$ cat src/hw/rtl/ansi_escape_stream_parser_unit_defines.svh
// Assertion macros for the escape stream parser.
// Included by the RTL files that carry concurrent checks; no other dependencies.
`ifndef ANSI_ESCAPE_STREAM_PARSER_UNIT_DEFINES_SVH
`define ANSI_ESCAPE_STREAM_PARSER_UNIT_DEFINES_SVH

// same-cycle implication, disabled during reset
`define AESP_ASSERT_SAME(label, clk, rst_n, ante, cons) \
    label: assert property (@(posedge clk) disable iff (!rst_n) (ante) |-> (cons)) \
        else $error("aesp same-cycle check failed");

// next-cycle implication, disabled during reset
`define AESP_ASSERT_NEXT(label, clk, rst_n, ante, cons) \
    label: assert property (@(posedge clk) disable iff (!rst_n) (ante) |=> (cons)) \
        else $error("aesp next-cycle check failed");

`endif

$ cat src/hw/rtl/aesp_pkg.sv
// Shared types and byte codes for the escape stream parser.
// No dependencies; used by the stream interfaces and the top level.
`default_nettype none

package aesp_pkg;

    localparam int WORD_W  = 16;
    localparam int PHASE_W = 2;
    localparam int CNT_W   = 3;
    localparam int TAB_STOP = 4;
    localparam int DEC_BASE = 10;

    localparam logic [WORD_W-1:0] SAT_MAX = '1;

    localparam logic [7:0] BYTE_ESC    = 8'h1B;
    localparam logic [7:0] BYTE_LF     = 8'h0A;
    localparam logic [7:0] BYTE_TAB    = 8'h09;
    localparam logic [7:0] BYTE_SPACE  = 8'h20;
    localparam logic [7:0] PRINT_LO    = 8'h20;
    localparam logic [7:0] PRINT_HI    = 8'h7E;
    localparam logic [7:0] CHR_LBRACK  = 8'h5B;
    localparam logic [7:0] CHR_LPAREN  = 8'h28;
    localparam logic [7:0] CHR_DIG0    = 8'h30;
    localparam logic [7:0] CHR_DIG9    = 8'h39;
    localparam logic [7:0] CHR_SEMI    = 8'h3B;
    localparam logic [7:0] CHR_SGR     = 8'h6D;
    localparam logic [7:0] CHR_FWD     = 8'h43;
    localparam logic [7:0] CHR_BACK    = 8'h44;

    typedef enum logic [1:0] {
        EV_PRINT   = 2'd0,
        EV_NEWLINE = 2'd1,
        EV_STYLE   = 2'd2,
        EV_CURSOR  = 2'd3
    } t_event_kind;

endpackage

`default_nettype wire

$ cat src/hw/rtl/aesp_in_if.sv
// Input byte stream: valid/ready handshake with one byte per beat.
// Depends on aesp_pkg.
`default_nettype none

interface aesp_in_if import aesp_pkg::*; ();
    logic       valid;
    logic       ready;
    logic [7:0] byte_value;
    logic       block_end;

    modport source (output valid, output byte_value, output block_end, input ready);
    modport sink   (input valid, input byte_value, input block_end, output ready);
endinterface

`default_nettype wire

$ cat src/hw/rtl/aesp_out_if.sv
// Output event stream: valid/ready handshake with one event per beat.
// Depends on aesp_pkg.
`default_nettype none

interface aesp_out_if import aesp_pkg::*; ();
    logic              valid;
    logic              ready;
    t_event_kind       event_kind;
    logic [7:0]        char_code;
    logic [WORD_W-1:0] style_param;
    logic [WORD_W-1:0] column;
    logic [WORD_W-1:0] row;
    logic              last_of_run;

    modport source (output valid, output event_kind, output char_code, output style_param,
                    output column, output row, output last_of_run, input ready);
    modport sink   (input valid, input event_kind, input char_code, input style_param,
                    input column, input row, input last_of_run, output ready);
endinterface

`default_nettype wire

$ cat src/hw/rtl/ansi_escape_stream_parser_unit.sv
// Escape stream parser: terminal output bytes in, print/newline/style/cursor events out.
// Depends on aesp_pkg, aesp_in_if, aesp_out_if and the assertion macro header.
//
// One byte is taken per beat and a new byte can be accepted every cycle while the
// event register is free or its last beat is taken. A byte is held in the input
// register; the parser logic then updates its state and loads the event register,
// from which the events of the byte are shown. Most bytes give zero or one event;
// a tab gives one to four space events (up to the next multiple of four in the
// current text chunk), and those repeat out of the event register one per cycle
// while the output is ready, so a tab holds the input side while they drain.
// Bytes that cause no event pass through the input register with nothing shown
// on the output. last_of_run marks the final event of each byte. CSI parameters
// saturate at 65535, as do the row and a forward cursor move; a backward move
// clamps at column 0. block_end zeroes the tab chunk phase after its byte. No
// clearing pass is needed after reset.
`default_nettype none
`include "ansi_escape_stream_parser_unit_defines.svh"

module ansi_escape_stream_parser_unit
    import aesp_pkg::*;
(
    input  wire logic   i_clk,
    input  wire logic   i_rst_n,
    aesp_in_if.sink     i_in,
    aesp_out_if.source  o_out
);

    // one-hot parser states
    typedef enum logic [3:0] {
        ST_TEXT = 4'b0001,
        ST_ESC  = 4'b0010,
        ST_CSI  = 4'b0100,
        ST_FONT = 4'b1000
    } t_parse_state;

    localparam int ACC_W = WORD_W + 4;   // holds 65535 * 10 + 9
    localparam logic [CNT_W-1:0] TAB_CNT = CNT_W'(TAB_STOP);

    // input register
    logic              r_in_valid;
    logic [7:0]        r_in_byte;
    logic              r_in_end;

    // parser state
    t_parse_state      r_state, n_state;
    logic [WORD_W-1:0] r_accum, n_accum;
    logic [WORD_W-1:0] r_col, n_col;
    logic [WORD_W-1:0] r_row, n_row;
    logic [PHASE_W-1:0] r_phase, n_phase;

    // event register; r_rem counts beats still to show, 0 means empty
    logic [CNT_W-1:0]  r_rem;
    t_event_kind       r_kind;
    logic [7:0]        r_char;
    logic [WORD_W-1:0] r_param;
    logic [WORD_W-1:0] r_ev_col;
    logic [WORD_W-1:0] r_ev_row;

    // events of the byte in the input register
    logic [CNT_W-1:0]  ev_cnt;
    t_event_kind       ev_kind;
    logic [7:0]        ev_char;
    logic [WORD_W-1:0] ev_param;

    logic              advance;
    logic              in_fire;
    logic [ACC_W-1:0]  dec_sum;
    logic [WORD_W:0]   fwd_sum;

    // input byte moves on once the event register is empty or its last beat is taken
    assign advance = r_in_valid && ((r_rem == '0) || (o_out.ready && r_rem == CNT_W'(1)));
    assign in_fire = i_in.valid && i_in.ready;
    assign i_in.ready = !r_in_valid || advance;

    // accum * 10 + digit, as shifts and adds
    assign dec_sum = {1'b0, r_accum, 3'b000} + {3'b000, r_accum, 1'b0}
                   + ACC_W'(r_in_byte - CHR_DIG0);
    assign fwd_sum = {1'b0, r_col} + {1'b0, r_accum};

    always_comb begin
        n_state  = r_state;
        n_accum  = r_accum;
        n_col    = r_col;
        n_row    = r_row;
        n_phase  = r_phase;
        ev_cnt   = '0;
        ev_kind  = EV_PRINT;
        ev_char  = '0;
        ev_param = '0;

        unique case (r_state)
            ST_TEXT: begin
                if (r_in_byte == BYTE_ESC) begin
                    n_phase = '0;
                    n_state = ST_ESC;
                end else if (r_in_byte == BYTE_LF) begin
                    n_phase = '0;
                    n_col   = '0;
                    if (r_row != SAT_MAX) begin
                        n_row = r_row + WORD_W'(1);
                    end
                    ev_cnt  = CNT_W'(1);
                    ev_kind = EV_NEWLINE;
                end else if (r_in_byte == BYTE_TAB) begin
                    ev_cnt  = TAB_CNT - CNT_W'(r_phase);
                    ev_char = BYTE_SPACE;
                    n_phase = '0;
                end else if (r_in_byte >= PRINT_LO && r_in_byte <= PRINT_HI) begin
                    ev_cnt  = CNT_W'(1);
                    ev_char = r_in_byte;
                    n_phase = r_phase + PHASE_W'(1);
                end
            end
            ST_ESC: begin
                n_accum = '0;
                if (r_in_byte == CHR_LBRACK) begin
                    n_state = ST_CSI;
                end else if (r_in_byte == CHR_LPAREN) begin
                    n_state = ST_FONT;
                end
            end
            ST_CSI: begin
                if (r_in_byte >= CHR_DIG0 && r_in_byte <= CHR_DIG9) begin
                    n_accum = (dec_sum > ACC_W'(SAT_MAX)) ? SAT_MAX : dec_sum[WORD_W-1:0];
                end else if (r_in_byte == CHR_SEMI || r_in_byte == CHR_SGR) begin
                    ev_cnt   = CNT_W'(1);
                    ev_kind  = EV_STYLE;
                    ev_param = r_accum;
                    if (r_in_byte == CHR_SEMI) begin
                        n_accum = '0;
                    end else begin
                        n_state = ST_TEXT;
                    end
                end else begin
                    if (r_in_byte == CHR_FWD) begin
                        n_col   = fwd_sum[WORD_W] ? SAT_MAX : fwd_sum[WORD_W-1:0];
                        ev_cnt  = CNT_W'(1);
                        ev_kind = EV_CURSOR;
                    end else if (r_in_byte == CHR_BACK) begin
                        n_col   = (r_col > r_accum) ? (r_col - r_accum) : '0;
                        ev_cnt  = CNT_W'(1);
                        ev_kind = EV_CURSOR;
                    end
                    n_state = ST_TEXT;
                end
            end
            ST_FONT: begin
                n_state = ST_TEXT;
            end
            default: begin
                n_state = ST_TEXT;
            end
        endcase

        // end of a data block restarts the tab chunk
        if (r_in_end) begin
            n_phase = '0;
        end
    end

    // control and parser state
    always_ff @(posedge i_clk) begin
        if (!i_rst_n) begin
            r_in_valid <= 1'b0;
            r_state    <= ST_TEXT;
            r_accum    <= '0;
            r_col      <= '0;
            r_row      <= '0;
            r_phase    <= '0;
            r_rem      <= '0;
        end else begin
            if (in_fire) begin
                r_in_valid <= 1'b1;
            end else if (advance) begin
                r_in_valid <= 1'b0;
            end
            if (advance) begin
                r_state <= n_state;
                r_accum <= n_accum;
                r_col   <= n_col;
                r_row   <= n_row;
                r_phase <= n_phase;
                r_rem   <= ev_cnt;
            end else if (r_rem != '0 && o_out.ready) begin
                r_rem <= r_rem - CNT_W'(1);
            end
        end
    end

    // payload registers
    always_ff @(posedge i_clk) begin
        if (in_fire) begin
            r_in_byte <= i_in.byte_value;
            r_in_end  <= i_in.block_end;
        end
        if (advance) begin
            r_kind   <= ev_kind;
            r_char   <= ev_char;
            r_param  <= ev_param;
            r_ev_col <= n_col;
            r_ev_row <= n_row;
        end
    end

    assign o_out.valid       = (r_rem != '0);
    assign o_out.event_kind  = r_kind;
    assign o_out.char_code   = r_char;
    assign o_out.style_param = r_param;
    assign o_out.column      = r_ev_col;
    assign o_out.row         = r_ev_row;
    assign o_out.last_of_run = (r_rem == CNT_W'(1));

    // a held byte stays put until the parser takes it
    `AESP_ASSERT_NEXT(a_in_hold, i_clk, i_rst_n, r_in_valid && !advance, r_in_valid && $stable(r_in_byte))
    // only tab expansion repeats a beat, and it repeats spaces
    `AESP_ASSERT_SAME(a_repeat_space, i_clk, i_rst_n, r_rem > CNT_W'(1), r_kind == EV_PRINT && r_char == BYTE_SPACE)
    // repeat count never exceeds a full tab stop
    `AESP_ASSERT_SAME(a_rem_range, i_clk, i_rst_n, 1'b1, r_rem <= TAB_CNT)
    // a taken repeated beat steps the count down by one
    `AESP_ASSERT_NEXT(a_rem_step, i_clk, i_rst_n, r_rem > CNT_W'(1) && o_out.ready, r_rem == $past(r_rem) - CNT_W'(1))
    // newline events always report column zero
    `AESP_ASSERT_SAME(a_nl_col, i_clk, i_rst_n, o_out.valid && r_kind == EV_NEWLINE, r_ev_col == '0)

endmodule

`default_nettype wire

$ cat src/flat_wrapper.sv
// flat-port wrapper written by rule: the top's interface ports become plain ports
module ansi_escape_stream_parser_unit_flat import aesp_pkg::*;
  (i_clk, i_rst_n, i_in_valid, i_in_byte_value, i_in_block_end, i_in_ready, o_out_valid, o_out_event_kind, o_out_char_code, o_out_style_param, o_out_column, o_out_row, o_out_last_of_run, o_out_ready);
  aesp_in_if i_in_i ();
  aesp_out_if o_out_i ();
  input  wire logic i_clk;
  input  wire logic i_rst_n;
  input wire logic [$bits(i_in_i.valid)-1:0] i_in_valid;
  input wire logic [$bits(i_in_i.byte_value)-1:0] i_in_byte_value;
  input wire logic [$bits(i_in_i.block_end)-1:0] i_in_block_end;
  output wire logic [$bits(i_in_i.ready)-1:0] i_in_ready;
  output wire logic [$bits(o_out_i.valid)-1:0] o_out_valid;
  output wire logic [$bits(o_out_i.event_kind)-1:0] o_out_event_kind;
  output wire logic [$bits(o_out_i.char_code)-1:0] o_out_char_code;
  output wire logic [$bits(o_out_i.style_param)-1:0] o_out_style_param;
  output wire logic [$bits(o_out_i.column)-1:0] o_out_column;
  output wire logic [$bits(o_out_i.row)-1:0] o_out_row;
  output wire logic [$bits(o_out_i.last_of_run)-1:0] o_out_last_of_run;
  input wire logic [$bits(o_out_i.ready)-1:0] o_out_ready;
  assign i_in_i.valid = i_in_valid;
  assign i_in_i.byte_value = i_in_byte_value;
  assign i_in_i.block_end = i_in_block_end;
  assign i_in_ready = i_in_i.ready;
  assign o_out_valid = o_out_i.valid;
  assign o_out_event_kind = o_out_i.event_kind;
  assign o_out_char_code = o_out_i.char_code;
  assign o_out_style_param = o_out_i.style_param;
  assign o_out_column = o_out_i.column;
  assign o_out_row = o_out_i.row;
  assign o_out_last_of_run = o_out_i.last_of_run;
  assign o_out_i.ready = o_out_ready;
  ansi_escape_stream_parser_unit u_core (.i_clk(i_clk), .i_rst_n(i_rst_n), .i_in(i_in_i), .o_out(o_out_i));
endmodule
$ cat config.mk
export PLATFORM = sky130hd
export DESIGN_NAME = ansi_escape_stream_parser_unit_flat
export DESIGN_NICKNAME = d
export VERILOG_FILES = /design/src/hw/rtl/aesp_pkg.sv /design/src/hw/rtl/aesp_in_if.sv /design/src/hw/rtl/aesp_out_if.sv /design/src/hw/rtl/ansi_escape_stream_parser_unit.sv /design/src/flat_wrapper.sv
export VERILOG_INCLUDE_DIRS = /design/src /design/src/hw/rtl
export SDC_FILE = /design/constraint.sdc
export NUM_CORES = 1
export LEC_CHECK = 0
export ABC_CLOCK_PERIOD_IN_PS = 8810
export BUFFER_PORTS_ARGS = -buffer_cell sky130_fd_sc_hd__buf_4
export CORE_ASPECT_RATIO = 0.6
export CORE_MARGIN = 2
export CORE_UTILIZATION = 40
export CTS_CLUSTER_DIAMETER = 30
export DETAILED_ROUTE_END_ITERATION = 10
export PLACE_DENSITY = 0.63
export SYNTH_ARGS = -nofsm -noshare
export SYNTH_HDL_FRONTEND = slang
export SYNTH_SLANG_ARGS = --single-unit
$ cat constraint.sdc
create_clock -name i_clk -period 8.81 [get_ports i_clk]
set_input_delay 1.3215 -clock i_clk [delete_from_list [all_inputs] [get_ports i_clk]]
set_output_delay 1.3215 -clock i_clk [all_outputs]
set_load 0.005 [all_outputs]
After elaboration in Yosys (flattened, before gate mapping)
Index checks and enable logic that the tools add are counted.
- register bits: 125
- input port bits: 13
- output and inout bits: 61
- logic and storage cells: 130
- add/sub/neg operators: 9
- $lt $le $gt $ge: 6
- equality and inequality tests: 20
- mux-type cells: 53
- bitwise logic cells: 4
- reductions and logical operators: 23
- operators by type and width (cell ; number):
    $mux W16 ; 16
    $pmux W16 S2 ; 2
    $eq A8 B7 Y1 const B ; 4
    $mux W3 ; 8
    $mux W4 ; 6
    $mux W2 ; 11
    $add A19 B17 Y20 ; 1
    $add A20 B20 Y20 ; 1
    $gt A20 B16 Y1 const B ; 1
    $add A16 B16 Y17 ; 1
    $add A16 B1 Y16 const B ; 1
    $eq A8 B4 Y1 const B ; 2
    $eq A8 B6 Y1 const B ; 2
    $ge A8 B6 Y1 const B ; 2
    $gt A16 B16 Y1 ; 1
    $ne A16 B16 Y1 const B ; 1
    $sub A16 B16 Y16 ; 1
    $mux W6 ; 2
    $pmux W4 S3 ; 1
    $ne A3 B1 Y1 const B ; 3
    $sub A8 B6 Y9 const B ; 1
    $eq A8 B5 Y1 const B ; 1
    $le A8 B6 Y1 const B ; 1
    $le A8 B7 Y1 const B ; 1
    other kinds (26) ; 44

Logic depth before layout (Yosys ltp)
- depth in word-level cells: 8
- mapped depth: 15
- gate-level depth less buffers: 14

Worst setup path after synthesis
OpenSTA, ideal clock, no wires.
- path kind: register -> register
- start: register u_core.r_in_byte[4]
- end: register u_core.r_accum[14]
- library setup time: 0.127 ns
- arrival time: 4.426 ns
- required time: 8.683 ns
- setup slack: 4.257 ns
- stages on the path, launching flop included: 13
- buffers on the path: 1
- cell sequence: edfxtp_1 > ha_1 > nor3_1 > fa_1 > ha_1 > nand4_1 > o21ai_0 > o21ba_2 > a31oi_1 > o21ai_1 > a311oi_1 > buf_2 > a31oi_1
- cells in the longest elaborated chain, start to end: 6
- elaborated cells between the ends (all ways): 15
- classes of those cells: add/sub: 2; order compare: 3; eq/ne: 4; mux: 3; reduce/logical: 3
- RTL lines (element ; RTL line ; text):
    from (decl) ; ansi_escape_stream_parser_unit.sv:41 ; logic [7:0] r_in_byte;
    from (signal assigned) ; ansi_escape_stream_parser_unit.sv:193 ; r_in_byte <= i_in.byte_value;
    $sub A8 B6 Y9 ; ansi_escape_stream_parser_unit.sv:77 ; + ACC_W'(r_in_byte - CHR_DIG0);
    $add A20 B20 Y20 ; ansi_escape_stream_parser_unit.sv:77 ;
    $gt A20 B16 Y1 ; ansi_escape_stream_parser_unit.sv:124 ; n_accum = (dec_sum > ACC_W'(SAT_MAX)) ? SAT_MAX : dec_sum[WORD_W-1:0];
    $mux W16 ; ansi_escape_stream_parser_unit.sv:124 ;
    $mux W16 ; ansi_escape_stream_parser_unit.sv:123 ; if (r_in_byte >= CHR_DIG0 && r_in_byte <= CHR_DIG9) begin
    $pmux W16 S2 ; ansi_escape_stream_parser_unit.sv:91 ; unique case (r_state)
    to (signal assigned) ; ansi_escape_stream_parser_unit.sv:179 ; r_accum <= n_accum;
    to (decl) ; ansi_escape_stream_parser_unit.sv:46 ; logic [WORD_W-1:0] r_accum, n_accum;
Parallel ways exist; a longest one is shown, timed or not.
A chain may end at the register's enable or synchronous reset.

Worst setup path in the final report
- start: register u_core.r_in_byte[4]
- end: register u_core.r_accum[7]
Same word-level chain as after synthesis.

==> summary.md <==
| Metric | Value |
|---|---|
| Status | `complete, no violations` |
| Setup-failing EPs final | `0` |
| Initial antenna violation count | `0` |
| Total Routing Usage GR | `between 20% and 30%` |
| Total congestion overflow | `0` |
| Comb pwr share | `19.8%` |
| Slowest stage cell on the critical path | `nor3_2` |
| Xor-xnor portion of the synthesized cell area | `5.56%` |
| Area grow syn2layout | `15.8%` |
| Total wire length | `22.7 mm` |
| Max Transition Viols Final | `0` |
| Reg2reg end | `u_core.r_accum[7]` |
| CTS tree | `done` |
| Post-synthesis mux area share | `1.21%` |
| Clock Path Buffers | `2` |
| FF/Latch Area | `3170 sq um` |
| Worst rel slew slack | `between 10% and 20%` |
| CP max FO | `16` |
| Yosys top cell by area | `edfxtp_1` |
| Setup CP Type | `reg -> reg` |
| Antenna diode count | `0` |
| Syn Inst Count | `929` |
| Dpl hpwl | `16.6 mm` |
| Clock Root Buffer | `clkbuf_16` |
| Site row count | `slightly above 40` |
| Post-synth EDFFs | `between 60 and 70` |
| Worst hold-check path type | `reg -> reg` |
| Via density | `5.71` |
| Yosys reg bits | `125` |
| Hold_buf cts | `0` |
| CP Data Required Time | `9050 ps` |
| Post-synthesis area per instance | `9.15 sq um` |
| Final hold vios | `0` |
| Clk slew on worst S/H paths | `roughly 50 ps` |
| Compound-gate portion of the synthesized area | `21.0%` |
| Sequential area share after synthesis | `approximately 37%` |
| Most used DFF post-synth | `edfxtp_1` |
| Yosys top cell area share | `23.7%` |
| Crit path buffers/inverters | `0` |
| MaxCap Viol Count | `0` |
| Pwr dens | `180 nW/um^2` |
| Delay-heaviest family, CP | `simple AND/OR/NAND/NOR gates` |
| Largest net degree at the start of global routing | `74` |
| 1st-iter DRT viols | `around 660` |
| RR Startpoint | `u_core.r_in_byte[4]` |
| Psw | `0.000511 W` |
| Antenna Nets Post-Route | `0` |
| Worst R2R Setup Slack | `3550 ps` |
| Final Cell Area | `~9800 sq um` |
| Fillers | `~2000` |
| Via count | `7269` |
| H-tree Lvls | `4` |
| Post-Synth Adder-Cell Area | `13.1%` |
| Post-CTS resize count | `0` |
| Worst clock skew | `14.0 ps` |
| Kind of start point of the critical path | `flip-flop` |
| Worst IR drop on VDD | `131 uV` |
| First-pass GRT wire length | `between 30 and 40 mm` |
| Starting density of the core | `40.6%` |
| Crit path DAT | `5500 ps` |
| Int Pwr | `0.00126 W` |
| Setup ws final | `3550 ps` |
| R2R depth | `12` |
| Ys async rst share | `0%` |
| Latest clock arrival within the worst-skew pair | `430 ps` |
| Clock Power Share | `38.1%` |
| Worst slew pin tran | `1310 ps` |
| TritonCTS Buffers | `17` |
| IO buf count | `73` |
| Multi-input logic area | `slightly below 5000 sq um` |
| Routability cong. | `about 0.91` |
| Layout Utilization | `47.0%` |
| Simple-Gate Fraction of Synth Area | `16.8%` |
| Share of the clock period used by the worst path | `between 50% and 60%` |
| Post-CTS Setup Repair Bufs | `0` |
| Share of post-route cells with drive strength above 1 | `roughly 13%` |
| Mean routed wirelength per cell | `~18 um` |
| Worst slack, placed | `3600 ps` |
| Main combinational cell family by area after synthesis | `compound AO/OA/AOI/OAI gates` |
| Leakage | `just under 4 nW` |
| Vias in the first global route | `6392` |
| Nets@finish | `roughly 1100` |
| Netlist Area Pre-Place | `between 8000 and 9000 sq um` |
| Dpl cell area | `9270 sq um` |
| Max incr delay on CP | `around 840 ps` |
| Final hold slack | `468 ps` |
| Sw Share | `28.8%` |
| FMAX | `approximately 0.19 GHz` |
| Drt drc | `0` |
| Min cycle time layout | `between 5000 and 6000 ps` |
| Yosys warnings | `0` |
| Crit. End Element | `flip-flop` |
| Hold path startpoint | `u_core.r_phase[1]` |
| Die area | `22500 sq um` |
| Syn Nets | `1021` |
| Top post-synthesis cells by area | `edfxtp_1 24%, dfxtp_1 14%, ha_1 9.1%, a21oi_1 5.1%, fa_1 4.0%` |
| Worst-path cell chain | `ha_1 -> nor3_2 -> fa_1 -> ha_1 -> o21a_1 -> a21oi_1 -> o31ai_1 -> a22o_1 -> a41oi_1 -> xnor2_1 -> nor3_2 -> a41oi_1` |
| Unrepaired setup endpoints after global routing | `false` |
| Sequential share of power | `between 40% and 50%` |
| Die X | `192 um` |
| Placeable Area | `20900 sq um` |
| Worst Hold Depth | `2` |
| Post-synth cell types | `75` |
| Detailed Routing Iterations Pass 1 | `5` |
| Die Height | `approximately 120 um` |
| IO Pins | `74` |
| Setup TNS | `0 ps` |
| Clock sinks | `around 130` |
| Hold Crit Endpoint | `u_core.r_phase[1]` |
==> placed cells by master (no fill, tap or decap), types with 10 or more instances in the layout <==
master and n:
fa_1 17, and2_1 12, o21ai_0 39, xnor2_1 34, a211oi_1 14, a31oi_1 16
inv_1 61, xor2_1 20, nand4_1 13, nor3_1 37, a22o_1 11, buf_4 78
dfxtp_1 58, nand3_1 30, a21o_1 17, nor2_1 72, nand2_1 59, ha_1 62
edfxtp_1 67, nor2b_1 13, a21oi_1 87, clkbuf_16 18, a221oi_1 10
==> power groups by stage <==
stage          combinational (W)  clock, W  sequential, W
6_report                0.000350  0.000676       0.000746
5_1_grt                 0.000394  0.000713       0.000755
4_1_cts                 0.000355  0.000685       0.000748
3_5_place_dp            0.000353         0       0.000758
3_3_place_gp            0.000346         0       0.000759
2_1_floorplan           0.000196         0       0.000752
==> cells by family (layout without fill, tap and decap cells) <==
| family | after synthesis | after routing |
|---|---|---|
| AND/OR/NAND/NOR | 284 | 284 |
| AO/OA/AOI/OAI | 270 | 270 |
| flip-flops | 125 | 125 |
| buffers and inverters | 106 | 172 |
| adder cells (fa/ha/maj) | 79 | 79 |
| XOR/XNOR | 54 | 54 |
| multiplexers | 10 | 10 |
| other | 1 | 1 |
==> worst register-to-register path, stage by stage (launching register included) <==
cell and delay, ps:
edfxtp_1 500, ha_1 330, nor3_2 810, fa_1 590
ha_1 420, o21a_1 140, a21oi_1 80, o31ai_1 560
a22o_1 270, a41oi_1 150, xnor2_1 180, nor3_2 840
a41oi_1 230
==> final cells by class <==
cell class | count | share of cell area, %
clock buffers | 21 | 4.79
clock inverters | 11 | 0.941
inverters | 62 | 2.37
multi-input cells | 698 | 50.1
flip-flops and latches | 125 | 32.3
well taps | 279 | 3.55
repair buffers | 78 | 5.95
==> worst max path at each step <==
stage | from | end | slack [ps] | cells past startpoint
after floorplan | u_core.r_in_byte[4] | u_core.r_accum[14] | 4260 | 12
after global placement | u_core.r_in_byte[4] | u_core.r_accum[7] | 3730 | 12
after detailed placement | u_core.r_in_byte[4] | u_core.r_accum[7] | 3600 | 12
after CTS | u_core.r_in_byte[4] | u_core.r_accum[7] | 3570 | 12
after global routing | u_core.r_in_byte[4] | u_core.r_accum[7] | 3170 | 12
final | u_core.r_in_byte[4] | u_core.r_accum[7] | 3550 | 12
==> flip-flops by register name, indices dropped and copies added, names as in the netlist <==
| name | flops |
|---|---|
| u_core.r_rem | 3 |
| u_core.o_out.row | 16 |
| u_core.o_out.column | 16 |
| u_core.r_state | 4 |
| u_core.r_in_byte | 8 |
| u_core.r_col | 16 |
| u_core.r_row | 16 |
| u_core.r_phase | 2 |
| u_core.o_out.style_param | 16 |
| u_core.r_accum | 16 |
| u_core.r_in_valid | 1 |
| u_core.o_out.event_kind | 2 |
| u_core.r_in_end | 1 |
| u_core.o_out.char_code | 8 |
==> cells in the mapped netlist (3+ instances only) <==
master,n
a211oi_1,14
a41oi_1,5
dfxtp_1,58
o22ai_1,3
nand2_1,59
clkbuf_1,36
inv_1,62
o21bai_1,6
a21oi_1,87
buf_2,5
o21a_1,7
a221oi_1,10
and4_1,6
nor3b_1,3
mux2i_1,8
or3_1,4
a32o_1,7
nor2b_1,13
nand2b_1,6
nor4_1,4
and3_1,8
a21o_1,17
o211ai_1,8
nor2_1,73
o31ai_1,8
fa_1,17
xor2_1,20
a32oi_1,4
xnor2_1,34
nand3_1,30
ha_1,62
nand4_1,13
a22o_1,11
edfxtp_1,67
nor3_1,38
or2_2,3
a311oi_1,4
a31oi_1,17
and2_1,12
o21ai_0,39
==> per-layer routing <==
metal | up-vias | wire length, um | track usage (%)
met5 | - | 0 | 0
met4 | 0 | 237 | 5.09
met3 | 21 | 1410 | 3.91
met2 | 243 | 8830 | 27.8
met1 | 3478 | 12300 | 33.4
li1 | 3527 | - | -
==> through the flow <==
step	power [W]	cells
floorplan	0.000949	929
global placement	0.00111	1242
detailed placement	0.00111	1242
CTS	0.00179	1274
global route	0.00186	1274
finish	0.00177	1274
Power figures use the tool's default switching activity.
